$ cat src/rtl/pls_pkg.sv
// Shared types and constants of the positional list store.
// No dependencies; compiled first.
package pls_pkg;

    localparam int DEPTH = 16;
    localparam int IDX_W = $clog2(DEPTH);
    localparam int CNT_W = $clog2(DEPTH + 1);
    localparam int POS_W = 5;
    localparam int VAL_W = 32;

    typedef enum logic [1:0] {
        OP_INSERT  = 2'd0,
        OP_DELETE  = 2'd1,
        OP_REVERSE = 2'd2,
        OP_READ    = 2'd3
    } op_t;

    typedef enum logic [1:0] {
        STAT_OK    = 2'd0,
        STAT_RANGE = 2'd1,
        STAT_FULL  = 2'd2,
        STAT_EMPTY = 2'd3
    } stat_t;

    typedef enum logic [1:0] {
        ST_IDLE,
        ST_EXEC,
        ST_OUT
    } state_t;

    // controller to datapath
    typedef struct packed {
        logic capture;
        logic exec;
        logic step;
    } dp_cmd_t;

    // datapath to controller
    typedef struct packed {
        logic out_last;
    } dp_stat_t;

endpackage

$ cat src/rtl/pls_if.sv
// Valid/ready channel interfaces for request and response words.
// Depends on pls_pkg.
interface pls_req_if
    import pls_pkg::*;
();
    logic                    valid;
    logic                    ready;
    logic [1:0]              op;
    logic [POS_W-1:0]        position;
    logic signed [VAL_W-1:0] value;

    modport source (output valid, output op, output position, output value, input ready);
    modport sink   (input valid, input op, input position, input value, output ready);
endinterface

interface pls_rsp_if
    import pls_pkg::*;
();
    logic                    valid;
    logic                    ready;
    logic [1:0]              status;
    logic signed [VAL_W-1:0] element;
    logic                    last;
    logic [CNT_W-1:0]        length;

    modport source (output valid, output status, output element, output last, output length,
                    input ready);
    modport sink   (input valid, input status, input element, input last, input length,
                    output ready);
endinterface

$ cat src/rtl/pls_ctrl.sv
// Sequencing controller: accept, execute, deliver result words.
// Depends on pls_pkg.
module pls_ctrl
    import pls_pkg::*;
(
    input  logic     clk,
    input  logic     rst_n,
    input  logic     req_valid,
    input  logic     rsp_ready,
    input  dp_stat_t dp_stat,
    output dp_cmd_t  dp_cmd,
    output logic     req_ready,
    output logic     rsp_valid
);

    state_t state_reg;
    state_t state_next;

    always_ff @(posedge clk or negedge rst_n)
    begin
        if (!rst_n)
        begin
            state_reg <= ST_IDLE;
        end
        else
        begin
            state_reg <= state_next;
        end
    end

    always_comb
    begin
        state_next = state_reg;
        case (state_reg)
            ST_IDLE:
            begin
                if (req_valid)
                begin
                    state_next = ST_EXEC;
                end
            end
            ST_EXEC:
            begin
                state_next = ST_OUT;
            end
            ST_OUT:
            begin
                if (rsp_ready && dp_stat.out_last)
                begin
                    state_next = ST_IDLE;
                end
            end
            default:
            begin
                state_next = ST_IDLE;
            end
        endcase
    end

    always_comb
    begin
        req_ready      = 1'b0;
        rsp_valid      = 1'b0;
        dp_cmd.capture = 1'b0;
        dp_cmd.exec    = 1'b0;
        dp_cmd.step    = 1'b0;
        case (state_reg)
            ST_IDLE:
            begin
                req_ready      = 1'b1;
                dp_cmd.capture = req_valid;
            end
            ST_EXEC:
            begin
                dp_cmd.exec = 1'b1;
            end
            ST_OUT:
            begin
                rsp_valid   = 1'b1;
                // advance to the next element of a read-out
                dp_cmd.step = rsp_ready && !dp_stat.out_last;
            end
            default:
            begin
                req_ready = 1'b0;
            end
        endcase
    end

endmodule

$ cat src/rtl/pls_dp.sv
// Datapath: cell file, length and orientation, operation logic, result register.
// Depends on pls_pkg.
module pls_dp
    import pls_pkg::*;
(
    input  logic                    clk,
    input  logic                    rst_n,
    input  dp_cmd_t                 dp_cmd,
    input  logic [1:0]              req_op,
    input  logic [POS_W-1:0]        req_position,
    input  logic signed [VAL_W-1:0] req_value,
    output dp_stat_t                dp_stat,
    output logic [1:0]              rsp_status,
    output logic signed [VAL_W-1:0] rsp_element,
    output logic                    rsp_last,
    output logic [CNT_W-1:0]        rsp_length
);

    // captured request
    op_t              op_reg;
    logic [POS_W-1:0] pos_reg;
    logic [VAL_W-1:0] val_reg;

    // list state; rev_reg means logical element j sits at physical count-1-j
    logic [VAL_W-1:0] cells_reg  [DEPTH];
    logic [VAL_W-1:0] cells_next [DEPTH];
    logic [VAL_W-1:0] cell_below [DEPTH];
    logic [VAL_W-1:0] cell_above [DEPTH];
    logic [CNT_W-1:0] count_reg;
    logic [CNT_W-1:0] count_next;
    logic             rev_reg;
    logic             rev_next;
    logic [IDX_W-1:0] idx_reg;
    logic [IDX_W-1:0] idx_next;

    // result register
    stat_t            st_reg;
    stat_t            st_next;
    logic [VAL_W-1:0] elem_reg;
    logic [VAL_W-1:0] elem_next;
    logic             last_reg;
    logic             last_next;
    logic [CNT_W-1:0] len_reg;
    logic [CNT_W-1:0] len_next;

    logic [CNT_W-1:0] k;
    logic [CNT_W-1:0] ins_q;
    logic [CNT_W-1:0] del_q;
    logic [CNT_W-1:0] step_phys;
    logic [CNT_W-1:0] rd_phys;
    logic [IDX_W-1:0] step_idx;
    logic [VAL_W-1:0] cell_rd;
    logic             ins_ok;
    logic             del_ok;

    genvar g;
    generate
        for (g = 0; g < DEPTH; g++)
        begin : g_nbr
            if (g == 0)
            begin : g_first
                assign cell_below[g] = cells_reg[g];
            end
            else
            begin : g_rest
                assign cell_below[g] = cells_reg[g-1];
            end
            if (g == DEPTH - 1)
            begin : g_top
                assign cell_above[g] = cells_reg[g];
            end
            else
            begin : g_mid
                assign cell_above[g] = cells_reg[g+1];
            end
        end
    endgenerate

    assign k        = pos_reg - CNT_W'(1);
    assign ins_q    = rev_reg ? (count_reg - k) : k;
    assign del_q    = rev_reg ? (count_reg - CNT_W'(1) - k) : k;
    assign step_idx = idx_reg + IDX_W'(1);
    assign step_phys = rev_reg ? (count_reg - CNT_W'(1) - CNT_W'(step_idx))
                               : CNT_W'(step_idx);

    // single read port of the cell file
    always_comb
    begin
        if (dp_cmd.step)
        begin
            rd_phys = step_phys;
        end
        else if (op_reg == OP_DELETE)
        begin
            rd_phys = del_q;
        end
        else
        begin
            rd_phys = rev_reg ? (count_reg - CNT_W'(1)) : '0;
        end
    end

    assign cell_rd = cells_reg[rd_phys[IDX_W-1:0]];

    assign ins_ok = (pos_reg != '0)
                    && ({1'b0, pos_reg} <= ({1'b0, count_reg} + (CNT_W+1)'(1)))
                    && (count_reg != CNT_W'(DEPTH));
    assign del_ok = (count_reg != '0) && (pos_reg != '0) && (pos_reg <= count_reg);

    always_comb
    begin
        st_next    = st_reg;
        elem_next  = elem_reg;
        last_next  = last_reg;
        len_next   = len_reg;
        count_next = count_reg;
        rev_next   = rev_reg;
        idx_next   = idx_reg;
        for (int i = 0; i < DEPTH; i++)
        begin
            cells_next[i] = cells_reg[i];
        end

        if (dp_cmd.exec)
        begin
            st_next   = STAT_OK;
            elem_next = '0;
            last_next = 1'b1;
            idx_next  = '0;
            case (op_reg)
                OP_INSERT:
                begin
                    if ((pos_reg == '0)
                        || ({1'b0, pos_reg} > ({1'b0, count_reg} + (CNT_W+1)'(1))))
                    begin
                        st_next = STAT_RANGE;
                    end
                    else if (!ins_ok)
                    begin
                        st_next = STAT_FULL;
                    end
                    else
                    begin
                        count_next = count_reg + CNT_W'(1);
                        for (int i = 0; i < DEPTH; i++)
                        begin
                            if (CNT_W'(i) > ins_q)
                            begin
                                cells_next[i] = cell_below[i];
                            end
                            else if (CNT_W'(i) == ins_q)
                            begin
                                cells_next[i] = val_reg;
                            end
                        end
                    end
                end
                OP_DELETE:
                begin
                    if (count_reg == '0)
                    begin
                        st_next = STAT_EMPTY;
                    end
                    else if (!del_ok)
                    begin
                        st_next = STAT_RANGE;
                    end
                    else
                    begin
                        elem_next  = cell_rd;
                        count_next = count_reg - CNT_W'(1);
                        for (int i = 0; i < DEPTH; i++)
                        begin
                            if (CNT_W'(i) >= del_q)
                            begin
                                cells_next[i] = cell_above[i];
                            end
                        end
                    end
                end
                OP_REVERSE:
                begin
                    if (count_reg == '0)
                    begin
                        st_next = STAT_EMPTY;
                    end
                    else
                    begin
                        rev_next = !rev_reg;
                    end
                end
                OP_READ:
                begin
                    if (count_reg == '0)
                    begin
                        st_next = STAT_EMPTY;
                    end
                    else
                    begin
                        elem_next = cell_rd;
                        last_next = (count_reg == CNT_W'(1));
                    end
                end
                default:
                begin
                    st_next = STAT_OK;
                end
            endcase
            len_next = count_next;
        end
        else if (dp_cmd.step)
        begin
            idx_next  = step_idx;
            elem_next = cell_rd;
            last_next = (CNT_W'(step_idx) == (count_reg - CNT_W'(1)));
        end
    end

    always_ff @(posedge clk or negedge rst_n)
    begin
        if (!rst_n)
        begin
            count_reg <= '0;
            rev_reg   <= 1'b0;
            last_reg  <= 1'b1;
        end
        else
        begin
            count_reg <= count_next;
            rev_reg   <= rev_next;
            last_reg  <= last_next;
        end
    end

    always_ff @(posedge clk)
    begin
        if (dp_cmd.capture)
        begin
            op_reg  <= op_t'(req_op);
            pos_reg <= req_position;
            val_reg <= req_value;
        end
        for (int i = 0; i < DEPTH; i++)
        begin
            cells_reg[i] <= cells_next[i];
        end
        idx_reg  <= idx_next;
        st_reg   <= st_next;
        elem_reg <= elem_next;
        len_reg  <= len_next;
    end

    assign dp_stat.out_last = last_reg;
    assign rsp_status       = st_reg;
    assign rsp_element      = elem_reg;
    assign rsp_last         = last_reg;
    assign rsp_length       = len_reg;

endmodule

$ cat src/rtl/positional_list_store_unit.sv
// Top level of the positional list store: controller plus datapath.
// Depends on pls_pkg, pls_if, pls_ctrl and pls_dp.

// The block holds an ordered list of up to 16 signed 32-bit words and takes
// one request word at a time: insert at a 1-based position, delete at a
// position (returns the removed word), reverse, or read the whole list out.
// Insert, delete, reverse and every error answer with one result word that is
// presented once the execute state that follows the accept has passed, and
// with a ready sink it is taken at once and the request side reopens.
// A read of n elements gives n result words, one per cycle while the sink is
// ready, the last flagged by last. The pace is set by the controller's
// accept/execute/deliver sequence and by the single read port of the cell
// file, which serves one element per cycle. Reverse is a flip of the
// orientation bit, not a data move, so it costs no more than an insert. A new
// request is taken only after the last result word of the previous one has
// been taken. Every result reports the length after the operation; element
// is zero except for a successful delete or a read-out.
module positional_list_store_unit
    import pls_pkg::*;
(
    input logic clk,
    input logic rst_n,
    pls_req_if.sink   req,
    pls_rsp_if.source rsp
);

    dp_cmd_t  dp_cmd;
    dp_stat_t dp_stat;

    // sequence the item: take request, execute, hand out result words
    pls_ctrl u_ctrl (
        .clk       (clk),
        .rst_n     (rst_n),
        .req_valid (req.valid),
        .rsp_ready (rsp.ready),
        .dp_stat   (dp_stat),
        .dp_cmd    (dp_cmd),
        .req_ready (req.ready),
        .rsp_valid (rsp.valid)
    );

    // hold the list and the result register
    pls_dp u_dp (
        .clk          (clk),
        .rst_n        (rst_n),
        .dp_cmd       (dp_cmd),
        .req_op       (req.op),
        .req_position (req.position),
        .req_value    (req.value),
        .dp_stat      (dp_stat),
        .rsp_status   (rsp.status),
        .rsp_element  (rsp.element),
        .rsp_last     (rsp.last),
        .rsp_length   (rsp.length)
    );

    // never accept a request while a result word is pending
    a_no_overlap: assert property (@(posedge clk) disable iff (!rst_n)
        req.ready |-> !rsp.valid)
        else $error("request accepted while a result word is pending");

    // the first result word follows an accepted request after the execute cycle
    a_resp_timing: assert property (@(posedge clk) disable iff (!rst_n)
        (req.valid && req.ready) |=> !rsp.valid ##1 rsp.valid)
        else $error("result word not presented after execute");

    // taking the final word of an item reopens the request side
    a_last_release: assert property (@(posedge clk) disable iff (!rst_n)
        (rsp.valid && rsp.ready && rsp.last) |=> req.ready)
        else $error("request side not reopened after final word");

    // length never exceeds capacity
    a_len_bound: assert property (@(posedge clk) disable iff (!rst_n)
        rsp.valid |-> (rsp.length <= CNT_W'(DEPTH)))
        else $error("reported length exceeds capacity");

endmodule

$ cat src/flat_wrapper.sv
// flat-port wrapper written by rule: the top's interface ports become plain ports
module positional_list_store_unit_flat import pls_pkg::*;
  (clk, rst_n, req_valid, req_op, req_position, req_value, req_ready, rsp_valid, rsp_status, rsp_element, rsp_last, rsp_length, rsp_ready);
  pls_req_if req_i ();
  pls_rsp_if rsp_i ();
  input logic clk;
  input logic rst_n;
  input wire logic [$bits(req_i.valid)-1:0] req_valid;
  input wire logic [$bits(req_i.op)-1:0] req_op;
  input wire logic [$bits(req_i.position)-1:0] req_position;
  input wire logic [$bits(req_i.value)-1:0] req_value;
  output wire logic [$bits(req_i.ready)-1:0] req_ready;
  output wire logic [$bits(rsp_i.valid)-1:0] rsp_valid;
  output wire logic [$bits(rsp_i.status)-1:0] rsp_status;
  output wire logic [$bits(rsp_i.element)-1:0] rsp_element;
  output wire logic [$bits(rsp_i.last)-1:0] rsp_last;
  output wire logic [$bits(rsp_i.length)-1:0] rsp_length;
  input wire logic [$bits(rsp_i.ready)-1:0] rsp_ready;
  assign req_i.valid = req_valid;
  assign req_i.op = req_op;
  assign req_i.position = req_position;
  assign req_i.value = req_value;
  assign req_ready = req_i.ready;
  assign rsp_valid = rsp_i.valid;
  assign rsp_status = rsp_i.status;
  assign rsp_element = rsp_i.element;
  assign rsp_last = rsp_i.last;
  assign rsp_length = rsp_i.length;
  assign rsp_i.ready = rsp_ready;
  positional_list_store_unit u_core (.clk(clk), .rst_n(rst_n), .req(req_i), .rsp(rsp_i));
endmodule
$ cat config.mk
export PLATFORM = sky130hd
export DESIGN_NAME = positional_list_store_unit_flat
export DESIGN_NICKNAME = d
export VERILOG_FILES = /design/src/rtl/pls_pkg.sv /design/src/rtl/pls_if.sv /design/src/rtl/pls_ctrl.sv /design/src/rtl/pls_dp.sv /design/src/rtl/positional_list_store_unit.sv /design/src/flat_wrapper.sv
export SDC_FILE = /design/constraint.sdc
export NUM_CORES = 2
export LEC_CHECK = 0
export ABC_CLOCK_PERIOD_IN_PS = 10130
export BUFFER_PORTS_ARGS = -buffer_cell sky130_fd_sc_hd__buf_2
export CAP_MARGIN = 20
export CORE_MARGIN = 1
export CORE_UTILIZATION = 45
export CTS_CLUSTER_DIAMETER = 50
export DETAILED_ROUTE_END_ITERATION = 10
export GPL_ROUTABILITY_DRIVEN = 1
export REMOVE_ABC_BUFFERS = 1
export SYNTH_ARGS = -nofsm -noshare
export SYNTH_HDL_FRONTEND = slang
export SYNTH_HIERARCHICAL = 1
export SYNTH_SLANG_ARGS = --single-unit
$ cat constraint.sdc
create_clock -name clk -period 10.13 [get_ports clk]
set_clock_uncertainty 0.05 [all_clocks]
set_input_delay 0 -clock clk [delete_from_list [all_inputs] [get_ports clk]]
set_output_delay 0 -clock clk [all_outputs]
set_load 0.02 [all_outputs]
Word-level counts from Yosys, hierarchy flattened
Memories as Yosys holds them, arrays and structs flattened. Index checks and enable logic that the tools add are counted.

Output and inout bits: 42. Memories kept: 1. Input port bits: 43. ROM bits: 0. Bits in registers: 91. Latch bits: 0. Memory bits (writable): 512. Logic and storage cells: 188.

Memories: u_core.u_dp.cells_reg (depth 16, width 32, rd ports 17, clocked after Yosys merged registers in 0, write ports 16, RTL line pls_dp.sv:25) `logic [VAL_W-1:0] cells_reg [DEPTH];`.

Shift operators: 0. Reduce and logical (&&, ||, !) cells: 20. Magnitude comparators: 34. Bitwise logic cells: 1. Multiplexer cells: 88. $mul: 0. Equality and inequality tests: 25. Add/sub/neg operators: 8. Div/mod/pow operators: 0.

Operator list (count): 512-bit two-way mux (5); 32-bit two-way mux (52); 512-bit one-hot mux with 2 select lines (1); 32-bit one-hot mux with 2 select lines (1); 4-bit by 5-bit equality test with 1-bit output, first input constant (8); 4-bit by 5-bit greater-than comparator with 1-bit output, first input constant (8); 4-bit by 5-bit >= comparator with 1-bit output, first input constant (7); 5-bit two-way mux (6); 3-bit by 5-bit equality test with 1-bit output, first input constant (4); 3-bit by 5-bit >= comparator with 1-bit output, first input constant (4); 3-bit by 5-bit greater-than comparator with 1-bit output, first input constant (4); 4-bit two-way mux (4); 5-bit logical NOT (3); 2-bit two-way mux (6); 2-bit one-hot mux with 3 select lines (2); 2-bit by 5-bit equality test with 1-bit output, first input constant (2); 1-bit by 5-bit >= comparator with 1-bit output, first input constant (2); 2-bit by 5-bit >= comparator with 1-bit output, first input constant (2); 1-bit by 5-bit greater-than comparator with 1-bit output, first input constant (2); 2-bit by 5-bit greater-than comparator with 1-bit output, first input constant (2); 1-bit two-way mux (10); 5-bit one-hot mux with 2 select lines (1); 5-bit nonzero test (2); 5-bit by 1-bit subtractor with 5-bit output, second input constant (2); other kinds (24) (36).

Longest topological paths before layout
Depth in word-level cells: 10. Gate-level depth with buffers: 15. Depth with buffers taken out: 12.

By module
The synthesis kept the hierarchy.

By module, submodules not included: pls_dp (sequential area each 17973.5 um^2, cells each 3630, times used 1, area each 34808.4 um^2); pls_ctrl (sequential area each 50.0 um^2, cells each 10, times used 1, area each 101.3 um^2).

Least setup slack after synthesis
OpenSTA, ideal clock, no wires.

Path kind: register -> register. From: register u_core/u_dp/count_reg[0] (netlist name). To: memory u_core.u_dp.cells_reg[8][0], enable pin. Cell stages (with the launch flop): 14. Path buffers: 2. Arrival: 5.490 ns. Path slack: 4.116 ns. Period minus slack after synthesis: 6.014 ns. Cell sequence: dfrtp_1 -> inv_1 -> ha_1 -> clkbuf_1 -> inv_1 -> ha_1 -> nor2b_1 -> o21bai_1 -> a31oi_1 -> or4_1 -> clkbuf_1 -> a21oi_2 -> o221ai_1 -> a221oi_1.

RTL lines (RTL line): to (decl) (pls_dp.sv:25).

==> results.json <==
{
  "outcome": "finished clean",
  "synth.avg_cell_area_um2": 9.591,
  "pre_cts_slack_ns": 4.386,
  "cp.required_ns": 10.37,
  "ys.flop_type": "edfxtp_1",
  "ys_types": 83,
  "rsz0062_at_grt": "false",
  "cts_tree": "done",
  "arrival_ns": 5.97,
  "post_cts_buffers": 0,
  "first_pass_iters": 6,
  "end_kind": "flop",
  "insertion_delay_ns": 0.64,
  "synth.most_common_cell": "nand2_1",
  "ioPinCount": 85,
  "finalCriticalPeriod_ns": 5.730,
  "finalHoldViolations": 0,
  "wl_mm": 107.6,
  "hpwl_mm": 59.20,
  "gr-total-overflow": 0,
  "seq_area_frac_synth": 0.5163,
  "syn_inst": 3640,
  "path_class": "reg -> reg",
  "synth_top_area_cell": "edfxtp_1",
  "diodes": 0,
  "netSwitchingFraction": 0.4452,
  "final-setup-viol-count": 0,
  "drc": 0,
  "core-area_mm2": 0.07633,
  "clock_sinks": 603,
  "reg2reg_slack_ns": 4.40,
  "tightest_slew_ns": 1.162,
  "p_sw_mw": 5.905,
  "fmax_ghz": 0.1745,
  "grt_max_degree": 197,
  "peakVddDrop_mv": 0.3560,
  "htree_levels": 3,
  "yosysTopAreaCellShare": 0.5075,
  "drt-initial-drc-count": 3177,
  "placement.io_buffers": 84,
  "grt_pass1_vias": 26910,
  "finalMaxSlewViolations": 0,
  "seqPwrFrac": 0.273,
  "finalNetCount": 3660,
  "critical_path_buf_inv_count": 3,
  "synth_common_cells": "961 x nand2_1, 590 x edfxtp_1, 343 x a21oi_1",
  "avgViaCountPerCell": 6.017,
  "ys_seq_elements": 603,
  "dieWidth_um": 280.5,
  "grt_antenna_before_repair": 1,
  "gp_congestion": 0.8574,
  "cp_top_family": "compound AO/OA/AOI/OAI gates",
  "grt_pass1_wl_mm": 164.4,
  "p_clk_frac": 0.226,
  "die_h_um": 280.5,
  "dp.cells": 4470,
  "slowest_delay_ns": 0.83,
  "slowest_stage": "o21a_4",
  "maxCapViolations": 0,
  "power.share.combinational": 0.501,
  "layout-area-overhead-vs-synth_pct": 11.76,
  "worst_slack_ns": 4.400,
  "numCtsBuffers": 89,
  "dieArea_mm2": 0.07869,
  "intPower_mw": 7.359,
  "path_clk_slew_ns": 0.05,
  "hold_path.class": "in -> reg",
  "clock_path_buffers": 3,
  "timing.final.crit_share": 0.5657,
  "powerDensity_mw_per_mm2": 340.0,
  "synth_warnings": 6,
  "finalNonFillerCells": 4692,
  "wl_per_cell_um": 22.94,
  "ys_top_cells_by_area": "edfxtp_1 51%, nand2_1 10%, mux2i_1 9.2%, a21oi_1 4.9%, o21ai_1 2.4%",
  "crit_fanout": 33,
  "netlist_area_mm2": 0.03491,
  "drive_gt1_frac": 0.09394,
  "vias": 28230,
  "async_flop_share": 0.01493,
  "fill_cells": 7034,
  "ant_nets": 0,
  "leakagePower_nw": 14.50,
  "row_count": 101,
  "path_cells": "inv_1, ha_1, xor2_1, inv_1, ha_1, a211oi_1, nor2_1, mux2_2, o211ai_4, o21a_4, nor2b_1, o31a_2, buf_4",
  "start_util": 0.4574,
  "synth-edff-count": 590,
  "post_cts_resize_count": 0,
  "start_kind": "flop",
  "largest_register_ffs": 512,
  "relSlewSlack": 0.2236,
  "clockRootBuffer": "clkbuf_16",
  "grt_usage": 0.2728
}
[worst register-to-register path, cell delays in order (launching register included)]
cell and delay [ns]:
edfxtp_1 0.49, inv_1 0.16, ha_1 0.19, xor2_1 0.30, inv_1 0.14, ha_1 0.36, a211oi_1 0.44, nor2_1 0.10
mux2_2 0.31, o211ai_4 0.55, o21a_4 0.84, nor2b_1 0.25, o31a_2 0.71, buf_4 0.50
[stage by stage]
step                setup TNS, ns  cell area (um^2)  power [mW]  utilization  hold slack, ns
floorplan                -7956.95             33160       8.650            -         -0.3456
global placement                0             35530       10.11       0.4654         -0.1625
detailed placement              0             35550       10.21       0.4657         -0.1586
CTS                             0             38990       13.25       0.5108       0.0003444
global route                    0             39010       14.01       0.5111         0.02220
finish                          0             39010       13.26       0.5111         0.02442
[path summary, 6_finish.rpt]
path,start,to,cells past startpoint
setup / recovery,u_core/u_dp/pos_reg[0],u_core/u_dp/cells_reg[12][17],13
hold / removal,req_value[7],u_core/u_dp/val_reg[7],2
setup reg to reg,u_core/u_dp/pos_reg[0],u_core/u_dp/cells_reg[12][17],13
hold reg to reg,u_core/u_dp/idx_reg[3],u_core/u_dp/idx_reg[3],2
max in group asynchronous,rst_n,u_core/u_dp/dp_stat,3
min in group asynchronous,rst_n,u_core/u_ctrl/state_reg[0],3
[cells in the final DEF (no fill, tap or decap), types with 19 or more instances in the layout]
cell type / n
clkinvlp_4: 24
nand3_1: 41
buf_2: 84
nand2_1: 960
xnor2_1: 19
mux2i_1: 322
o21ai_1: 168
a21oi_1: 342
a22oi_1: 66
a31oi_1: 132
nor2_1: 190
clkbuf_16: 89
ha_1: 24
o21ai_0: 135
buf_4: 51
dlygate4sd3_1: 58
inv_1: 19
a221oi_1: 65
o211ai_1: 34
o22ai_1: 34
edfxtp_1: 590
[cell families (layout without fill, tap and decap cells)]
group                      after synthesis  in the layout  share of synthesized area
and+or+nand+nor                       1262           1262                     0.1437
AOI/OAI and AO/OA                     1036           1036                     0.1764
DFF                                    603            603                     0.5163
buffers and inverters                  359            381                    0.05226
muxes                                  325            325                    0.09362
xor gates and xnor gates                28             28                   0.007419
adders and majority gates               27             27                    0.01032
[final cells by class]
| class | count | area, um^2 | share of cell area |
|---|---|---|---|
| flip-flops and latches | 603 | 18020 | 0.4620 |
| multi-input cells | 2678 | 15290 | 0.3919 |
| clock buffers | 102 | 2276 | 0.05833 |
| repair buffers | 197 | 1471 | 0.03771 |
| well taps | 1030 | 1289 | 0.03303 |
| clock inverters | 61 | 585.6 | 0.01501 |
| inverters | 21 | 78.83 | 0.002020 |
[layer usage]
| layer | vias up | global-route usage | part of all wire |
|---|---|---|---|
| met4 | 2 | 0.09220 | 0.028 |
| met2 | 1219 | 0.4327 | 0.46 |
| met1 | 13680 | 0.3755 | 0.43 |
| li1 | 13160 | - | - |
| met5 | - | 0 | 0.00011 |
| met3 | 178 | 0.04896 | 0.082 |
[what timing repair did]
action	4_1_cts	5_1_grt
endpoints found under the setup margin	0	0
hold buffers	58	0
endpoints found under the hold margin	50	0
[power by group through the flow]
| stage | clock network (mW) | logic (mW) | registers [mW] |
|---|---|---|---|
| after floorplan | 0 | 4.93 | 3.72 |
| after global placement | 0 | 6.43 | 3.68 |
| after detailed placement | 0 | 6.54 | 3.67 |
| after CTS | 3.05 | 6.57 | 3.62 |
| after global routing | 3.15 | 7.20 | 3.66 |
| final | 2.99 | 6.64 | 3.63 |
Note: power is estimated with default switching activity, not from simulation.
